==> src/hw/rtl/csl_pkg.sv <==
`default_nettype none

package csl_pkg;

  // Field and register widths.
  localparam int unsigned CountW   = 6;
  localparam int unsigned IdxW     = 5;
  localparam int unsigned PosW     = 25;
  localparam int unsigned FracW    = 8;
  localparam int unsigned CfgIdxW  = 3;
  localparam int unsigned CfgDataW = 16;
  localparam int unsigned CoordW   = 16;
  localparam int unsigned LenW     = 16;
  localparam int unsigned SizeW    = 12;
  localparam int unsigned SpcW     = 13;

  // Requests longer than this are cut to this many items.
  localparam int unsigned MaxItems = 32;

  // Datapath widths, sized for MaxItems items of the largest size and gap.
  localparam int unsigned DvW     = $clog2(MaxItems);
  localparam int unsigned ProdW   = 17;
  localparam int unsigned OvW     = 20;
  localparam int unsigned GapW    = 20;
  localparam int unsigned StW     = 26;
  localparam int unsigned DiffW   = 27;
  localparam int unsigned DivCntW = $clog2(OvW);

  // Register indexes of the configuration port.
  localparam logic [CfgIdxW-1:0] CfgSpanStart  = 3'd0;
  localparam logic [CfgIdxW-1:0] CfgSpanLength = 3'd1;
  localparam logic [CfgIdxW-1:0] CfgItemOffset = 3'd2;
  localparam logic [CfgIdxW-1:0] CfgItemSize   = 3'd3;
  localparam logic [CfgIdxW-1:0] CfgMinSpacing = 3'd4;
  localparam logic [CfgIdxW-1:0] CfgCentered   = 3'd5;

  // Microprogram addresses.
  localparam int unsigned PcW = 4;
  localparam logic [PcW-1:0] StIdle    = 4'd0;
  localparam logic [PcW-1:0] StProd    = 4'd1;
  localparam logic [PcW-1:0] StOvr     = 4'd2;
  localparam logic [PcW-1:0] StBranch  = 4'd3;
  localparam logic [PcW-1:0] StDivInit = 4'd4;
  localparam logic [PcW-1:0] StDivStep = 4'd5;
  localparam logic [PcW-1:0] StApply   = 4'd6;
  localparam logic [PcW-1:0] StShort   = 4'd7;
  localparam logic [PcW-1:0] StEmit    = 4'd8;
  localparam logic [PcW-1:0] StDone    = 4'd9;

  // Jump conditions: when the condition holds the sequencer goes to the target,
  // otherwise to the next step.
  typedef enum logic [2:0] {
    JcNext      = 3'd0,
    JcAlways    = 3'd1,
    JcNoBeat    = 3'd2,
    JcZeroN     = 3'd3,
    JcNoShrink  = 3'd4,
    JcDivMore   = 3'd5,
    JcEmitWait  = 3'd6
  } jmp_cond_e;

  // One control word of the microprogram.
  typedef struct packed {
    logic           take_item;
    logic           ld_prod;
    logic           ld_ovr;
    logic           div_init;
    logic           div_step;
    logic           apply_gap;
    logic           apply_short;
    logic           emit;
    jmp_cond_e      cond;
    logic [PcW-1:0] target;
  } uword_t;

  // Control store.
  function automatic uword_t ucode(logic [PcW-1:0] pc);
    uword_t w;
    w = '{default: '0, cond: JcNext};
    unique case (pc)
      StIdle: begin
        w.take_item = 1'b1;
        w.cond      = JcNoBeat;
        w.target    = StIdle;
      end
      StProd: begin
        w.ld_prod = 1'b1;
        w.cond    = JcZeroN;
        w.target  = StIdle;
      end
      StOvr: begin
        w.ld_ovr = 1'b1;
      end
      StBranch: begin
        w.cond   = JcNoShrink;
        w.target = StShort;
      end
      StDivInit: begin
        w.div_init = 1'b1;
      end
      StDivStep: begin
        w.div_step = 1'b1;
        w.cond     = JcDivMore;
        w.target   = StDivStep;
      end
      StApply: begin
        w.apply_gap = 1'b1;
        w.cond      = JcAlways;
        w.target    = StEmit;
      end
      StShort: begin
        w.apply_short = 1'b1;
      end
      StEmit: begin
        w.emit   = 1'b1;
        w.cond   = JcEmitWait;
        w.target = StEmit;
      end
      StDone: begin
        w.cond   = JcAlways;
        w.target = StIdle;
      end
      default: begin
        w.cond   = JcAlways;
        w.target = StIdle;
      end
    endcase
    return w;
  endfunction

endpackage

`default_nettype wire

==> src/hw/rtl/csl_item_if.sv <==
`default_nettype none

// Request channel: one beat carries the item count of one layout.
interface csl_item_if import csl_pkg::*; ();
  logic              valid;
  logic              ready;
  logic [CountW-1:0] item_count;

  modport source (output valid, output item_count, input ready);
  modport sink (input valid, input item_count, output ready);
endinterface

`default_nettype wire

==> src/hw/rtl/csl_result_if.sv <==
`default_nettype none

// Result channel: one beat per laid-out item.
interface csl_result_if import csl_pkg::*; ();
  logic                   valid;
  logic                   ready;
  logic [IdxW-1:0]        item_index;
  logic signed [PosW-1:0] position_fixed;
  logic                   last_item;

  modport source (output valid, output item_index, output position_fixed,
                  output last_item, input ready);
  modport sink (input valid, input item_index, input position_fixed,
                input last_item, output ready);
endinterface

`default_nettype wire

==> src/hw/rtl/centered_spacing_layout.sv <==
`default_nettype none

// Channel    Dir  Beat contents                               Handshake
// item_i     in   item_count                                  valid / ready
// result_o   out  item_index, position_fixed, last_item       valid / ready
// cfg        in   cfg_idx_i, cfg_data_i                       cfg_we_i, no wait
//
// A request emits one result per item of the saturated count; a request whose gap
// shrinks first runs the 20-step restoring divider. An empty request returns to
// idle from the product step.
// Reset clears the sequencer, the result valid and the configuration registers;
// datapath registers are always loaded before they are read.
// A stalled result holds the emit step; the next request may be taken while the
// last result of the previous run still waits.
module centered_spacing_layout import csl_pkg::*; (
  input  wire logic                clk_i,
  input  wire logic                rst_ni,
  input  wire logic                cfg_we_i,
  input  wire logic [CfgIdxW-1:0]  cfg_idx_i,
  input  wire logic [CfgDataW-1:0] cfg_data_i,
  csl_item_if.sink                 item_i,
  csl_result_if.source             result_o
);

  localparam logic signed [DiffW-1:0] DiffHi = DiffW'((1 << (PosW - FracW - 1)) - 1);
  localparam logic signed [DiffW-1:0] DiffLo = DiffW'(-(1 << (PosW - FracW - 1)));

  // Configuration registers.
  logic signed [CoordW-1:0] span_start_q;
  logic [LenW-1:0]          span_length_q;
  logic signed [CoordW-1:0] item_offset_q;
  logic [SizeW-1:0]         item_size_q;
  logic signed [SpcW-1:0]   min_spacing_q;
  logic                     centered_q;

  // Sequencer and datapath registers.
  logic [PcW-1:0]         pc_q, pc_d;
  logic [CountW-1:0]      n_q;
  logic [CountW-1:0]      idx_q;
  logic [ProdW-1:0]       prod_q;
  logic signed [OvW-1:0]  ovr_q;
  logic signed [GapW-1:0] gap_q;
  logic signed [StW-1:0]  start_q;
  logic [OvW-1:0]         quo_q;
  logic [DvW-1:0]         rem_q;
  logic [DivCntW-1:0]     div_cnt_q;

  // Result register.
  logic                   out_valid_q, out_valid_d;
  logic [IdxW-1:0]        out_idx_q;
  logic signed [PosW-1:0] out_pos_q;
  logic                   out_last_q;

  uword_t                 uw;
  logic                   jump;
  logic                   emit_fire;
  logic                   is_last;
  logic [CountW-1:0]      n_sat;
  logic [ProdW-1:0]       prod_d;
  logic signed [OvW-1:0]  nm1_s;
  logic signed [OvW-1:0]  spc_prod;
  logic signed [OvW-1:0]  ovr_d;
  logic [DvW-1:0]         divisor;
  logic [DvW+1:0]         trial;
  logic                   trial_ge;
  logic [CountW-1:0]      half_left;
  logic signed [OvW-1:0]  shortfall;
  logic signed [StW-1:0]  advance;
  logic signed [DiffW-1:0] diff;
  logic signed [PosW-1:0] pos_d;

  // Configuration writes; unknown indexes are dropped.
  always_ff @(posedge clk_i or negedge rst_ni) begin
    if (!rst_ni) begin
      span_start_q  <= '0;
      span_length_q <= '0;
      item_offset_q <= '0;
      item_size_q   <= '0;
      min_spacing_q <= '0;
      centered_q    <= 1'b0;
    end else if (cfg_we_i) begin
      unique case (cfg_idx_i)
        CfgSpanStart:  span_start_q  <= cfg_data_i;
        CfgSpanLength: span_length_q <= cfg_data_i;
        CfgItemOffset: item_offset_q <= cfg_data_i;
        CfgItemSize:   item_size_q   <= cfg_data_i[SizeW-1:0];
        CfgMinSpacing: min_spacing_q <= cfg_data_i[SpcW-1:0];
        CfgCentered:   centered_q    <= cfg_data_i[0];
        default: ;
      endcase
    end
  end

  // Current control word and the handshake it drives.
  assign uw           = ucode(pc_q);
  assign item_i.ready = uw.take_item;
  assign emit_fire    = uw.emit && (!out_valid_q || result_o.ready);
  assign is_last      = (idx_q == (n_q - CountW'(1)));

  // Jump condition and next step.
  always_comb begin
    unique case (uw.cond)
      JcNext:     jump = 1'b0;
      JcAlways:   jump = 1'b1;
      JcNoBeat:   jump = !item_i.valid;
      JcZeroN:    jump = (n_q == '0);
      JcNoShrink: jump = !((ovr_q > 0) && (n_q > CountW'(1)));
      JcDivMore:  jump = (div_cnt_q != '0);
      JcEmitWait: jump = !(emit_fire && is_last);
      default:    jump = 1'b1;
    endcase
    pc_d = jump ? uw.target : (pc_q + PcW'(1));
  end

  // Count saturation, run length and overrun.
  assign n_sat    = (item_i.item_count > CountW'(MaxItems)) ? CountW'(MaxItems)
                                                            : item_i.item_count;
  assign prod_d   = ProdW'(n_q) * ProdW'(item_size_q);
  assign nm1_s    = $signed(OvW'(n_q) - OvW'(1));
  assign spc_prod = nm1_s * OvW'(gap_q);
  assign ovr_d    = $signed(OvW'(prod_q)) + spc_prod - $signed(OvW'(span_length_q));

  // One restoring division step: divisor is the number of gaps.
  assign divisor  = DvW'(n_q - CountW'(1));
  assign trial    = {1'b0, rem_q, quo_q[OvW-1]} - {2'b00, divisor};
  assign trial_ge = !trial[DvW+1];

  // Centering after a shrink: the room left equals gaps minus one minus the
  // division remainder, and half of it moves the start.
  assign half_left = (n_q - CountW'(2) - CountW'(rem_q)) >> 1;
  assign shortfall = -ovr_q;

  // Position of the current item with saturation to the result range.
  assign advance = $signed(StW'(item_size_q)) + StW'(gap_q);
  assign diff    = DiffW'(start_q) - DiffW'(item_offset_q);
  always_comb begin
    if (diff > DiffHi) begin
      pos_d = {1'b0, {(PosW-1){1'b1}}};
    end else if (diff < DiffLo) begin
      pos_d = {1'b1, {(PosW-1){1'b0}}};
    end else begin
      pos_d = {diff[PosW-FracW-1:0], FracW'(0)};
    end
  end

  // Result valid follows the emit beats and the sink's ready.
  always_comb begin
    if (emit_fire) begin
      out_valid_d = 1'b1;
    end else if (result_o.ready) begin
      out_valid_d = 1'b0;
    end else begin
      out_valid_d = out_valid_q;
    end
  end

  // Control state.
  always_ff @(posedge clk_i or negedge rst_ni) begin
    if (!rst_ni) begin
      pc_q        <= StIdle;
      out_valid_q <= 1'b0;
    end else begin
      pc_q        <= pc_d;
      out_valid_q <= out_valid_d;
    end
  end

  // Datapath driven by the control word.
  always_ff @(posedge clk_i) begin
    if (uw.take_item && item_i.valid) begin
      n_q     <= n_sat;
      idx_q   <= '0;
      gap_q   <= GapW'(min_spacing_q);
      start_q <= StW'(span_start_q);
    end
    if (uw.ld_prod) begin
      prod_q <= prod_d;
    end
    if (uw.ld_ovr) begin
      ovr_q <= ovr_d;
    end
    if (uw.div_init) begin
      quo_q     <= OvW'(ovr_q) + OvW'(n_q) - OvW'(2);
      rem_q     <= '0;
      div_cnt_q <= DivCntW'(OvW - 1);
    end
    if (uw.div_step) begin
      rem_q     <= trial_ge ? trial[DvW-1:0] : {rem_q[DvW-2:0], quo_q[OvW-1]};
      quo_q     <= {quo_q[OvW-2:0], trial_ge};
      div_cnt_q <= div_cnt_q - DivCntW'(1);
    end
    if (uw.apply_gap) begin
      gap_q <= gap_q - $signed(GapW'(quo_q));
      if (centered_q) begin
        start_q <= start_q + $signed(StW'(half_left));
      end
    end
    if (uw.apply_short && (ovr_q < 0) && centered_q) begin
      start_q <= start_q + StW'(shortfall >>> 1);
    end
    if (emit_fire) begin
      out_idx_q  <= idx_q[IdxW-1:0];
      out_pos_q  <= pos_d;
      out_last_q <= is_last;
      start_q    <= start_q + advance;
      idx_q      <= idx_q + CountW'(1);
    end
  end

  assign result_o.valid          = out_valid_q;
  assign result_o.item_index     = out_idx_q;
  assign result_o.position_fixed = out_pos_q;
  assign result_o.last_item      = out_last_q;

endmodule

`default_nettype wire

==> src/flat_wrapper.sv <==
// flat-port wrapper written by rule: the top's interface ports become plain ports
module centered_spacing_layout_flat import csl_pkg::*;
  (clk_i, rst_ni, cfg_we_i, cfg_idx_i, cfg_data_i, item_i_valid, item_i_item_count, item_i_ready, result_o_valid, result_o_item_index, result_o_position_fixed, result_o_last_item, result_o_ready);
  csl_item_if item_i_i ();
  csl_result_if result_o_i ();
  input  wire logic clk_i;
  input  wire logic rst_ni;
  input  wire logic cfg_we_i;
  input  wire logic [CfgIdxW-1:0] cfg_idx_i;
  input  wire logic [CfgDataW-1:0] cfg_data_i;
  input wire logic [$bits(item_i_i.valid)-1:0] item_i_valid;
  input wire logic [$bits(item_i_i.item_count)-1:0] item_i_item_count;
  output wire logic [$bits(item_i_i.ready)-1:0] item_i_ready;
  output wire logic [$bits(result_o_i.valid)-1:0] result_o_valid;
  output wire logic [$bits(result_o_i.item_index)-1:0] result_o_item_index;
  output wire logic [$bits(result_o_i.position_fixed)-1:0] result_o_position_fixed;
  output wire logic [$bits(result_o_i.last_item)-1:0] result_o_last_item;
  input wire logic [$bits(result_o_i.ready)-1:0] result_o_ready;
  assign item_i_i.valid = item_i_valid;
  assign item_i_i.item_count = item_i_item_count;
  assign item_i_ready = item_i_i.ready;
  assign result_o_valid = result_o_i.valid;
  assign result_o_item_index = result_o_i.item_index;
  assign result_o_position_fixed = result_o_i.position_fixed;
  assign result_o_last_item = result_o_i.last_item;
  assign result_o_i.ready = result_o_ready;
  centered_spacing_layout u_core (.clk_i(clk_i), .rst_ni(rst_ni), .cfg_we_i(cfg_we_i), .cfg_idx_i(cfg_idx_i), .cfg_data_i(cfg_data_i), .item_i(item_i_i), .result_o(result_o_i));
endmodule
==> config.mk <==
export PLATFORM = sky130hd
export DESIGN_NAME = centered_spacing_layout_flat
export DESIGN_NICKNAME = d
export VERILOG_FILES = /design/src/hw/rtl/csl_pkg.sv /design/src/hw/rtl/csl_item_if.sv /design/src/hw/rtl/csl_result_if.sv /design/src/hw/rtl/centered_spacing_layout.sv /design/src/flat_wrapper.sv
export SDC_FILE = /design/constraint.sdc
export NUM_CORES = 1
export LEC_CHECK = 0
export BUFFER_PORTS_ARGS = -buffer_cell sky130_fd_sc_hd__buf_2
export CAP_MARGIN = 20
export CORE_MARGIN = 3
export CORE_UTILIZATION = 50
export DETAILED_ROUTE_END_ITERATION = 6
export HOLD_SLACK_MARGIN = 0.1
export PLACE_DENSITY = 0.69
export RECOVER_POWER = 25
export SLEW_MARGIN = 10
export SYNTH_ARGS = -nofsm -noshare
export SYNTH_HDL_FRONTEND = slang
export SYNTH_SLANG_ARGS = --single-unit
==> constraint.sdc <==
create_clock -name clk_i -period 7.5 [get_ports clk_i]
set_clock_uncertainty 0.1 [all_clocks]
set_input_delay 1.125 -clock clk_i [delete_from_list [all_inputs] [get_ports clk_i]]
set_output_delay 1.125 -clock clk_i [all_outputs]
set_load 0.05 [all_outputs]
* Word level (Yosys, flattened, before mapping)
Index checks and enable logic that the tools add are counted.
** Storage, ports and cells
- Flip-flop bits (word level) :: 235
- Bits of input ports :: 30
- Output and inout port bits :: 33
- Word-level logic and storage cells :: 124
** Cells by class
- Add/sub/neg operators :: 19
- $mul :: 2
- Magnitude comparators :: 6
- Equal/unequal tests :: 19
- Muxes and demuxes :: 30
- Reduce and logical (&&, ||, !) cells :: 28
** Operators with widths (number)
- $mux W26 :: 5
- $mux W20 :: 4
- $pmux W7 S7 :: 1
- $gt A27 B17 Y1 const B :: 1
- $lt A27 B17 Y1 const B :: 1
- $sub A26 B16 Y27 :: 1
- $add A26 B19 Y26 :: 1
- $add A26 B21 Y26 :: 1
- $add A26 B6 Y26 :: 1
- $mux W25 :: 1
- $mux W5 :: 5
- $add A13 B20 Y21 :: 1
- $add A18 B20 Y20 :: 1
- $add A20 B6 Y20 :: 1
- $gt A20 B1 Y1 const B :: 1
- $lt A20 B1 Y1 const B :: 1
- $mul A7 B20 Y20 :: 1
- $neg A20 Y20 :: 1
- $sub A20 B17 Y20 :: 1
- $sub A20 B2 Y20 const B :: 1
- $sub A20 B20 Y20 :: 1
- $mul A6 B12 Y17 :: 1
- $eq A4 B3 Y1 const B :: 4
- $eq A3 B3 Y1 const B :: 5
- other kinds (30) :: 62

* Logic depth before layout (Yosys ltp)
Gate-level depths: netlist of run 1.
- Depth in word-level cells :: 8
- Depth in mapped cells :: 26
- Mapped depth without buffers :: 23

* Worst setup path before layout of run 1
Ideal clock, no wire load.
- Path type :: register to register
- Start :: register u_core.n_q[0]
- End :: register u_core.ovr_q[19] (data pin)
- Library setup time :: 0.260 ns
- Arrival time :: 6.649 ns
- Required time :: 7.140 ns
- Path slack :: 0.491 ns
- Stages on the path, launching flop included :: 24
- Buffers on the path :: 3
- Clock period less this slack :: 7.009 ns
- Cell sequence :: edfxtp_1 > clkbuf_1 > clkinv_1 > clkbuf_1 > ha_1 > nor3b_1 > xnor2_1 > clkbuf_1 > nor2_1 > fa_1 > fa_1 > fa_1 > fa_1 > fa_1 > ha_1 > nand2_1 > o21ai_0 > o41ai_1 > nand4b_1 > a31oi_1 > a211oi_1 > a21oi_1 > nor2_1 > xnor2_1
** On the way
- Cells in the longest elaborated chain, start to end :: 4
** RTL lines
- from (decl) :: line centered_spacing_layout.sv:38 : logic [CountW-1:0] n_q;
- from (signal assigned) :: line centered_spacing_layout.sv:171 : n_q <= n_sat;
- $sub A6 B1 Y7 :: line centered_spacing_layout.sv:119 : assign nm1_s = $signed(OvW'(n_q) - OvW'(1));
- $mul A7 B20 Y20 :: line centered_spacing_layout.sv:120 : assign spc_prod = nm1_s * OvW'(gap_q);
- $add A18 B20 Y20 :: line centered_spacing_layout.sv:121 : assign ovr_d = $signed(OvW'(prod_q)) + spc_prod - $signed(OvW'(span_length_q));
- $sub A20 B17 Y20 :: line centered_spacing_layout.sv:121
- net u_core.ovr_d[19] :: line centered_spacing_layout.sv:62 : logic signed [OvW-1:0] ovr_d;
- to (signal assigned) :: line centered_spacing_layout.sv:180 : ovr_q <= ovr_d;
- to (decl) :: line centered_spacing_layout.sv:41 : logic signed [OvW-1:0] ovr_q;
The timed path passes the listed nets, and every way through them passes these cells.
A chain may end at the register's enable or synchronous reset.

* Worst setup path in the final report of run 1
- Start :: register u_core.n_q[1]
- End :: register u_core.ovr_q[19] (data pin)
The elaborated chain is that of the path after synthesis.

==> results of run 1 <==
==> metrics by stage <==
step | instances | hold WS (ps) | utilization | cell area (sq um) | setup slack (ps)
floorplan | 2428 | 380.6 | - | 22720 | 491.1
CTS | 3090 | 410.3 | 0.5533 | 24630 | 516.0
global route | 3091 | 418.7 | 0.5528 | 24610 | 189.3
detailed placement | 3038 | 395.5 | 0.5322 | 23690 | 560.0
finish | 3091 | 408.4 | 0.5528 | 24610 | 622.1
global placement | 3038 | 388.6 | 0.5322 | 23690 | 745.3
==> Yosys cell counts (all sizes together), types with 17 or more instances <==
cell type and count:
inv 278, ha 250, nand2 234, fa 163, nor2 152, o21ai 146
xnor2 133, a21oi 126, edfxtp 123, dfrtp 79, and2 56, clkbuf 55
nor2b 53, xor2 47, mux2 46, nor3 42, nand2b 40, a21o 36
nand3 36, a31oi 35, dfxtp 26, and3 21, o21a 18, o21bai 18
a211oi 17, nand4 17
==> cells in the final DEF, fill, tap and decap left out, types with 41 or more instances in the layout <==
| cell | count |
|---|---|
| inv_1 | 277 |
| ha_1 | 250 |
| nand2_1 | 234 |
| fa_1 | 163 |
| nor2_1 | 152 |
| o21ai_0 | 134 |
| xnor2_1 | 132 |
| a21oi_1 | 126 |
| edfxtp_1 | 123 |
| dfrtp_1 | 79 |
| buf_2 | 59 |
| and2_1 | 56 |
| nor2b_1 | 53 |
| xor2_1 | 47 |
| mux2_2 | 45 |
| nor3_1 | 41 |
==> worst max-delay path by stage <==
stage | startpoint | end | slack [ps]
floorplan | u_core.n_q[0]$_SDFFCE_PN0P_ | u_core.ovr_q[19]$_DFFE_PP_ | 490
global placement | u_core.n_q[1]$_SDFFCE_PN0P_ | u_core.ovr_q[19]$_DFFE_PP_ | 750
detailed placement | u_core.n_q[1]$_SDFFCE_PN0P_ | u_core.ovr_q[19]$_DFFE_PP_ | 560
CTS | u_core.n_q[1]$_SDFFCE_PN0P_ | u_core.ovr_q[19]$_DFFE_PP_ | 520
global route | u_core.n_q[1]$_SDFFCE_PN0P_ | u_core.ovr_q[19]$_DFFE_PP_ | 190
finish | u_core.n_q[1]$_SDFFCE_PN0P_ | u_core.ovr_q[19]$_DFFE_PP_ | 620
==> cell type report <==
cell class | count | area, sq um | share of cell area
timing repair buffer | 87 | 479.2 | 0.01947
clock inverter | 10 | 52.55 | 0.002136
clock buffer | 42 | 887.1 | 0.03605
multi-input combinational | 1853 | 15210 | 0.6181
tap | 592 | 740.7 | 0.03010
sequential | 228 | 6191 | 0.2516
inverter | 279 | 1047 | 0.04256
==> state kept, by name, summed over array words and instances, names as in the netlist, 12 cells and up <==
name	flops
u_core.prod_q	17
u_core.quo_q	20
u_core.span_length_q	16
u_core.item_size_q	12
u_core.result_o.position_fixed	18
u_core.gap_q	20
u_core.min_spacing_q	13
u_core.ovr_q	20
u_core.item_offset_q	16
u_core.span_start_q	16
u_core.start_q	26
==> metal layers <==
layer | wire length [um] | track usage | vias up
met1 | 26690 | 0.3546 | 8763
li1 | - | - | 8430
met4 | 1865 | 0.07971 | 0
met3 | 4511 | 0.04279 | 97
met5 | 0 | 0 | -
met2 | 28460 | 0.4193 | 583
==> logic make-up (layout without fill, tap and decap cells) <==
logic type / after synthesis / count (layout) / synth area share
AOI/OAI and AO/OA: 498 / 498 / 0.1404
xor gates and xnor gates: 180 / 180 / 0.06971
adders and majority gates: 413 / 413 / 0.2812
buffers and inverters: 347 / 418 / 0.05902
DFF: 228 / 228 / 0.2724
muxes: 56 / 56 / 0.02736
and+or+nand+nor: 706 / 706 / 0.1498
==> worst max-delay path, delay by kind of cell, from the launching register on <==
kind                       cells  cell delay, ps
AOI/OAI and AO/OA              5            1160
adders and majority gates      7            3180
buffers and inverters          2             530
and+or+nand+nor                5             700
xor gates and xnor gates       2             310
DFF                            1             640
==> impl_metrics.env, run 1 <==
export IMPL_status="finished, violations left"
export IMPL_violations="max-capacitance violations, max-slew violations"
export IMPL_drive_gt1_frac=0.08203
export IMPL_ctsResizeCount=0
export IMPL_reg2reg_to="u_core.ovr_q[19]$_DFFE_PP_"
export IMPL_start_kind="flip-flop"
export IMPL_worst_r2r_setup_slack_ps=620
export IMPL_overflow=0
export IMPL_tightest_slew_ps=2543
export IMPL_slowest_delay_ps=640
export IMPL_fillers=3981
export IMPL_post_route_period_util=0.9171
export IMPL_slew_headroom=-0.6954
export IMPL_cts_tree="done"
export IMPL_r2r_start="u_core.n_q[1]$_SDFFCE_PN0P_"
export IMPL_hold_viol_final=0
export IMPL_drv_cap=3
export IMPL_insertion_delay_ps=570
export IMPL_dr_pass1_iters=6
export IMPL_yosys_warnings=0
export IMPL_grt_pass1_wl_um=96820
export IMPL_ios=63
export IMPL_cts_clk_slew_worst_paths_ps=60
export IMPL_viasPerCell=5.782
export IMPL_dpl_hpwl_um=49370
export IMPL_synthCells=2428
export IMPL_arrival_ps=7090
export IMPL_synth_edff_count=123
export IMPL_finalSetupViolCount=0
export IMPL_antennaDiodeCount=0
export IMPL_fin_setup_tns_ps=0
export IMPL_syn_area_per_cell_sq_um=9.359
export IMPL_cp_max_fo=17
export IMPL_wl_um=61520
export IMPL_synthArstFlopShare=0.3465
export IMPL_r2r_cells=21
export IMPL_area_growth_syn_to_layout_pct=8.287
export IMPL_fp_dieH_um=219.2
export IMPL_required_ps=7710
export IMPL_crit_chain="inv_1, ha_1, nor3b_1, xnor2_1, buf_4, nor2_1, fa_1, fa_1, fa_1, fa_1, fa_1, ha_1, nand2_1, o21ai_0, o41ai_2, nand4b_1, a31oi_1, a211oi_1, a21oi_1, nor2_1, xnor2_1"
export IMPL_path_common_cell="fa_1"
export IMPL_wl_per_cell_um=19.90
export IMPL_hold_start="u_core.result_o.valid$_DFFE_PN0P_"
export IMPL_core_area_sq_um=44510
export IMPL_root_buffer="clkbuf_16"
export IMPL_holdCritPathClass="flip-flop to flip-flop"
export IMPL_netlist_top_cells_area="edfxtp_1 (16%), fa_1 (14%), ha_1 (14%), dfrtp_1 (8.7%), xnor2_1 (5.1%)"
export IMPL_clock_sinks=228
export IMPL_worstSetupPathType="flip-flop to flip-flop"
export IMPL_postRouteAntennaNets=0
export IMPL_whs_path_depth=2
export IMPL_numPortBuffers=62
export IMPL_drc_errors=0
export IMPL_grt_setup_unrepaired="false"
export IMPL_cts_buffers=28
export IMPL_antenna_found_initial=0
export IMPL_crit_path_top_delay_cell="edfxtp_1"
export IMPL_via_count=17873
export IMPL_synth_flop_cell="edfxtp_1"
export IMPL_grt_start_max_net_pins=48
export IMPL_synthesis_area_sq_um=22720
export IMPL_synth_top_area_share=0.1625
export IMPL_drtIter0Drc=1412
export IMPL_grt_util_all_layers=0.2580
export IMPL_yosys_area_top_type="edfxtp_1"
export IMPL_h_tree_depth=1
export IMPL_initial_utilization=0.5105
export IMPL_yosys_register_bits=228
export IMPL_max_freq_mhz=145.4
export IMPL_num_rows=77
export IMPL_final_max_slew_viol_count=114
export IMPL_cts_setup_buffers=0
export IMPL_period_needed_ps=6878
export IMPL_num_nets_final=2920
export IMPL_synth_fp_nets=2871
export IMPL_ys_seq_area_frac=0.2724
export IMPL_holdPathEnd="u_core.result_o.valid$_DFFE_PN0P_"
export IMPL_cts_hold_buf=0
export IMPL_die_area_sq_um=48040
export IMPL_globalplace_congestion=0.9788
export IMPL_end_kind="flip-flop"
export IMPL_grt_pass1_vias=17842
export IMPL_fp_dieW_um=219.2
export IMPL_ys_types=86
export IMPL_clock_path_buffers=3
Power of run 1 is left out: the tool's default activity adds up to more than one toggle a clock period on the data nets, which glitch-free logic cannot reach.
==> run 2: changes to the inputs <==
--- a/config.mk
+++ b/config.mk
@@ -11,8 +11,8 @@
 export CORE_UTILIZATION = 50
 export DETAILED_ROUTE_END_ITERATION = 6
 export HOLD_SLACK_MARGIN = 0.1
-export PLACE_DENSITY = 0.69
-export RECOVER_POWER = 25
+export PLACE_DENSITY_LB_ADDON = 0.2
+export RECOVER_POWER = 100
 export SLEW_MARGIN = 10
 export SYNTH_ARGS = -nofsm -noshare
 export SYNTH_HDL_FRONTEND = slang
==> run 2 against run 1 <==
Against the previous run: the flow still finishes with violations (max-capacitance violations, max-slew violations); via count fell by 0.62%; die area is the same; register-to-register slack got worse by 80 ps; cell area shrank 0.17%; fmax is 1.1% lower; highest routed layer is now met5; wire length increased by 2.6%; hold slack about the same; flip-flop and latch count did not move; largest cell class unchanged; non-clock buffer count up 8; worst setup slack worse by 76 ps.
==> impl_metrics.env, run 2 (same netlist as run 1, synthesis figures left out) <==
export IMPL_status="finished, violations left"
export IMPL_violations="max-capacitance violations, max-slew violations"
export IMPL_holdCritPathClass="flip-flop to flip-flop"
export IMPL_cts_buffers=28
export IMPL_grt_setup_unrepaired="false"
export IMPL_post_place_ws_ps=588.4
export IMPL_drive_gt1_frac=0.06502
export IMPL_fin_ws_ps=546.5
export IMPL_slew_headroom=-1.700
export IMPL_period_needed_ps=6954
export IMPL_hold_viol_final=0
export IMPL_drtIter0Drc=1168
export IMPL_wl_per_cell_um=20.36
export IMPL_grt_util_all_layers=0.2633
export IMPL_wl_um=63100
export IMPL_cts_clk_slew_worst_paths_ps=60
export IMPL_fillers=4016
export IMPL_final_max_slew_viol_count=231
export IMPL_arrival_ps=7170
export IMPL_grt_util_met3=0.06369
export IMPL_post_route_period_util=0.9271
export IMPL_drv_cap=6
export IMPL_antenna_found_initial=2
export IMPL_cts_tree="done"
export IMPL_fin_setup_tns_ps=0
export IMPL_ctsResizeCount=0
export IMPL_clock_path_buffers=3
export IMPL_via_count=17763
export IMPL_cts_hold_buf=0
export IMPL_initial_utilization=0.5105
export IMPL_worstSetupPathType="flip-flop to flip-flop"
export IMPL_num_rows=77
export IMPL_core_area_sq_um=44510
export IMPL_overflow=0
export IMPL_die_area_sq_um=48040
export IMPL_end_kind="flip-flop"
export IMPL_drc_errors=0
export IMPL_fp_dieW_um=219.2
export IMPL_grt_pass1_wl_um=98480
export IMPL_tightest_slew_ps=4050
export IMPL_start_kind="flip-flop"
export IMPL_viasPerCell=5.732
export IMPL_antennaDiodeCount=0
export IMPL_grt_pass1_vias=17820
export IMPL_finalSetupViolCount=0
export IMPL_area_growth_syn_to_layout_pct=8.105
export IMPL_whs_path_depth=1
export IMPL_globalplace_congestion=0.9386
export IMPL_fp_dieH_um=219.2
export IMPL_use_met1=0.3595
export IMPL_layout_common_cells="inv_1 (278), ha_1 (250), nand2_1 (234)"
export IMPL_cp_max_fo=17
export IMPL_num_nets_final=2928
export IMPL_largest_register="u_core.start_q"
export IMPL_max_freq_mhz=143.8
export IMPL_largest_register_ffs=26
export IMPL_met2_usage=0.4051
export IMPL_r2r_cells=21
export IMPL_cts_setup_buffers=0
export IMPL_h_tree_depth=1
export IMPL_ios=63
export IMPL_root_buffer="clkbuf_16"
export IMPL_final_common_cell="inv_1"
export IMPL_insertion_delay_ps=570
export IMPL_required_ps=7710
export IMPL_numPortBuffers=62
export IMPL_dpl_hpwl_um=50450
export IMPL_clock_sinks=228
export IMPL_dr_pass1_iters=5
export IMPL_grt_busiest_layer="met2"
export IMPL_postRouteAntennaNets=0
export IMPL_grt_start_max_net_pins=71
[run 2: final timing paths]
kind / endpoint / start / slack [ps]
min reg2reg: u_core.span_start_q[10]$_DFFE_PN0P_ / u_core.span_start_q[10]$_DFFE_PN0P_ / 410
max in group asynchronous: u_core.item_offset_q[4]$_DFFE_PN0P_ / rst_ni / 2280
max: u_core.ovr_q[19]$_DFFE_PP_ / u_core.n_q[0]$_SDFFCE_PN0P_ / 550
min in group asynchronous: u_core.pc_q[0]$_DFF_PN0_ / rst_ni / 610
min: u_core.span_start_q[10]$_DFFE_PN0P_ / u_core.span_start_q[10]$_DFFE_PN0P_ / 410
max reg2reg: u_core.ovr_q[19]$_DFFE_PP_ / u_core.n_q[0]$_SDFFCE_PN0P_ / 550
[run 2: worst max-delay path, stage by stage (launching register included)]
cell,delay [ps]
edfxtp_1,360
clkinv_1,370
ha_1,410
nor3b_1,160
xnor2_1,220
buf_4,290
nor2_1,100
fa_1,460
fa_1,570
fa_1,460
fa_1,580
fa_1,430
ha_1,370
nand2_1,80
o21ai_0,120
o41ai_1,520
nand4b_1,240
a31oi_1,150
a211oi_1,370
a21oi_1,120
nor2_1,130
xnor2_1,80
[run 2: stage by stage]
stage               utilization  cells  hold slack, ps  cell area, sq um
floorplan                     -   2428           380.6             22720
global placement         0.5332   3044           389.4             23730
detailed placement       0.5332   3044           396.2             23730
CTS                      0.5547   3096           294.3             24690
global route             0.5519   3099           422.7             24570
finish                   0.5519   3099           408.5             24570
[run 2: layout make-up]
| type | instances | area [sq um] | share of cell area |
|---|---|---|---|
| timing repair buffer | 95 | 451.7 | 0.01839 |
| tap | 592 | 740.7 | 0.03015 |
| clock inverter | 9 | 76.32 | 0.003107 |
| sequential | 228 | 6191 | 0.2520 |
| inverter | 279 | 1047 | 0.04263 |
| clock buffer | 43 | 880.8 | 0.03586 |
| multi-input combinational | 1853 | 15180 | 0.6179 |
[run 2: metal layers]
layer	share of wire	up-vias
li1	-	8461
met1	0.44	8660
met2	0.44	514
met3	0.079	124
met4	0.041	4
met5	0.00052	-
Power of run 2 is left out for the same reason.
==> run 3: changes to the inputs <==
--- a/config.mk
+++ b/config.mk
@@ -5,10 +5,11 @@
 export SDC_FILE = /design/constraint.sdc
 export NUM_CORES = 1
 export LEC_CHECK = 0
+export ABC_AREA = 1
 export BUFFER_PORTS_ARGS = -buffer_cell sky130_fd_sc_hd__buf_2
 export CAP_MARGIN = 20
 export CORE_MARGIN = 3
-export CORE_UTILIZATION = 50
+export CORE_UTILIZATION = 59
 export DETAILED_ROUTE_END_ITERATION = 6
 export HOLD_SLACK_MARGIN = 0.1
 export PLACE_DENSITY_LB_ADDON = 0.2
==> constraint.sdc (replaced) <==
create_clock -name clk_i -period 5.7 [get_ports clk_i]
set_clock_uncertainty 0.1 [all_clocks]
set_input_delay 0.855 -clock clk_i [delete_from_list [all_inputs] [get_ports clk_i]]
set_output_delay 0.855 -clock clk_i [all_outputs]
set_load 0.05 [all_outputs]
==> run 3 against run 2 <==
Against the previous run: the run still ends with max-capacitance violations, max-slew violations left; die area fell by 7.1%; flip-flop and latch count did not move; non-clock buffer count rose by 26; highest routed layer is now met4; sequential share of layout area fell by 2.3 points; via count rose by 29%.
==> impl_metrics.env, run 3 <==
export IMPL_synth_top_family_by_area="adder cells"
export IMPL_grt_util_all_layers=0.3540
export IMPL_synth_flop_cell="edfxtp_1"
export IMPL_area_growth_syn_to_layout_pct=8.957
export IMPL_synth_edff_count=123
export IMPL_drv_cap=4
export IMPL_cts_tree="done"
export IMPL_drive_gt1_frac=0.06028
export IMPL_insertion_delay_ps=580
export IMPL_crit_chain="inv_2, ha_4, nand3_1, nor2_4, buf_12, clkinvlp_4, nor2_4, fa_1, fa_1, fa_1, fa_1, ha_1, ha_1, buf_4, a21oi_1, o21ai_0, a21oi_1, nand2_1, a21oi_1, nor2_1, nor2_1, xor2_1"
export IMPL_tightest_slew_ps=3097
export IMPL_overflow=0
export IMPL_postRouteAntennaNets=0
export IMPL_num_nets_final=3822
export IMPL_ys_types=60
export IMPL_ios=63
export IMPL_num_rows=74
export IMPL_final_area_sq_um=27080
export IMPL_violations="max-capacitance violations, max-slew violations"
export IMPL_grt_pass1_vias=22297
export IMPL_syn_area_per_cell_sq_um=7.546
export IMPL_viasPerCell=5.804
export IMPL_dr_pass1_iters=6
export IMPL_required_ps=5910
export IMPL_clock_path_buffers=3
export IMPL_r2r_cells=22
export IMPL_yosys_area_share_simple=0.2351
export IMPL_synthCells=3293
export IMPL_grt_pass1_wl_um=122300
export IMPL_holdCritPathClass="input port to flip-flop"
export IMPL_layout_common_cells="nand2_1 (810), inv_1 (531), nor2_1 (256)"
export IMPL_largest_register_ffs=26
export IMPL_worst_r2r_setup_slack_ps=240
export IMPL_synth_top_area_share=0.1486
export IMPL_globalplace_congestion=1.016
export IMPL_clock_sinks=228
export IMPL_dpl_hpwl_um=64620
export IMPL_finalSetupViolCount=0
export IMPL_hold_start="result_o_ready"
export IMPL_drc_errors=0
export IMPL_root_buffer="clkbuf_16"
export IMPL_final_max_slew_viol_count=150
export IMPL_muxShareOfSynthArea=0
export IMPL_max_freq_mhz=183.0
export IMPL_synth_fp_nets=3736
export IMPL_core_area_sq_um=41200
export IMPL_cp_max_fo=5
export IMPL_synthTopCellsByCount="nand2_1 (808), inv_1 (528), nor2_1 (258), ha_1 (250), o21ai_0 (230)"
export IMPL_wl_per_cell_um=20.12
export IMPL_synth_most_common_cell="nand2_1"
export IMPL_die_area_sq_um=44620
export IMPL_numPortBuffers=62
export IMPL_hold_viol_final=0
export IMPL_worstSetupPathType="flip-flop to flip-flop"
export IMPL_synthArstFlopShare=0.3465
export IMPL_grt_start_max_net_pins=76
export IMPL_place_area_sq_um=25950
export IMPL_synth_xor_area_frac=0.04693
export IMPL_antenna_found_initial=0
export IMPL_post_route_period_util=0.9587
export IMPL_wl_um=79160
export IMPL_yosys_register_bits=228
export IMPL_path_common_cell="fa_1"
export IMPL_drtIter0Drc=2050
export IMPL_synth_compound_area_frac=0.1165
export IMPL_slew_headroom=-1.065
export IMPL_period_needed_ps=5464
export IMPL_arrival_ps=5680
export IMPL_fp_dieW_um=211.2
export IMPL_final_common_cell="nand2_1"
export IMPL_synthesis_area_sq_um=24850
export IMPL_crit_path_top_delay_cell="fa_1"
export IMPL_fin_setup_tns_ps=0
export IMPL_yosys_area_top_type="edfxtp_1"
export IMPL_start_kind="flip-flop"
export IMPL_ys_seq_area_frac=0.2491
export IMPL_h_tree_depth=1
export IMPL_r2r_start="u_core.n_q[0]$_SDFFCE_PN0P_"
export IMPL_reg2reg_to="u_core.ovr_q[18]$_DFFE_PP_"
export IMPL_netlist_top_cells_area="edfxtp_1 (15%), fa_1 (13%), ha_1 (13%), nand2_1 (12%), inv_1 (8.0%)"
export IMPL_status="finished, violations left"
export IMPL_holdPathEnd="u_core.result_o.valid$_DFFE_PN0P_"
export IMPL_slowest_delay_ps=540
export IMPL_initial_utilization=0.6031
export IMPL_cts_buffers=28
export IMPL_cts_clk_slew_worst_paths_ps=60
export IMPL_grt_setup_unrepaired="false"
export IMPL_fp_dieH_um=211.2
export IMPL_via_count=22831
export IMPL_yosys_warnings=0
export IMPL_end_kind="flip-flop"
export IMPL_largest_register="u_core.start_q"
export IMPL_synth_adder_area_share=0.2572
export IMPL_whs_path_depth=2
-- run 3: cell families after synthesis --
kind of cell	count (synthesis)
buffers and inverters	610
AND/OR/NAND/NOR	1376
flip-flops	228
AO/OA/AOI/OAI	535
XOR/XNOR	131
adder cells (fa/ha/maj)	413
-- run 3: worst max path at each step --
stage,to,startpoint,slack (ps)
after floorplan,u_core.ovr_q[15]$_DFFE_PP_,u_core.n_q[0]$_SDFFCE_PN0P_,20
final,u_core.ovr_q[18]$_DFFE_PP_,u_core.n_q[0]$_SDFFCE_PN0P_,240
after global routing,u_core.ovr_q[18]$_DFFE_PP_,u_core.n_q[0]$_SDFFCE_PN0P_,5
after global placement,u_core.ovr_q[15]$_DFFE_PP_,u_core.n_q[1]$_SDFFCE_PN0P_,210
after CTS,u_core.ovr_q[15]$_DFFE_PP_,u_core.n_q[1]$_SDFFCE_PN0P_,80
after detailed placement,u_core.ovr_q[15]$_DFFE_PP_,u_core.n_q[1]$_SDFFCE_PN0P_,100
-- run 3: area by class of cell --
cell class                 instances  area [sq um]
multi-input combinational       2455         16340
timing repair buffer             121         738.2
clock inverter                    17         287.8
timing repair inverter             1         7.507
antenna                            1         2.502
fill                            3649         14130
inverter                         544          2046
clock buffer                      35         800.8
tap                              532         665.6
sequential                       228          6191
-- run 3: per-stage QoR --
stage,setup slack [ps],cells,hold slack (ps),utilization
after detailed placement,95.88,3874,372.4,0.6298
final,235.6,3934,381.6,0.6572
after global routing,4.976,3933,386.4,0.6571
after CTS,75.25,3927,367.5,0.6564
after global placement,208.3,3874,366.6,0.6298
after floorplan,20.14,3293,353.0,-
-- run 3: timing repair --
action / CTS / global route
endpoints found under the setup margin: 0 / 8
hold endpoints to repair: 4 / 0
gates resized for setup: 0 / 21
hold buffers: 1 / 0
setup buffers: 0 / 4
-- run 3: worst max-delay path: cells and delay by family, from the launching register on --
kind,cells,cell delay [ps]
compound gates,4,570
xor+xnor,1,80
fa+ha+maj,7,2710
buf+inv,4,630
flops,1,410
simple gates,6,720
-- run 3: layer usage --
metal | GRT usage | vias to the layer above | part of all wire
met3 | 0.04114 | 216 | 0.072
met2 | 0.6014 | 992 | 0.48
met5 | 0 | - | 0
met1 | 0.4577 | 10776 | 0.40
li1 | - | 10847 | -
met4 | 0.1600 | 0 | 0.053
Power of run 3 is left out for the same reason.
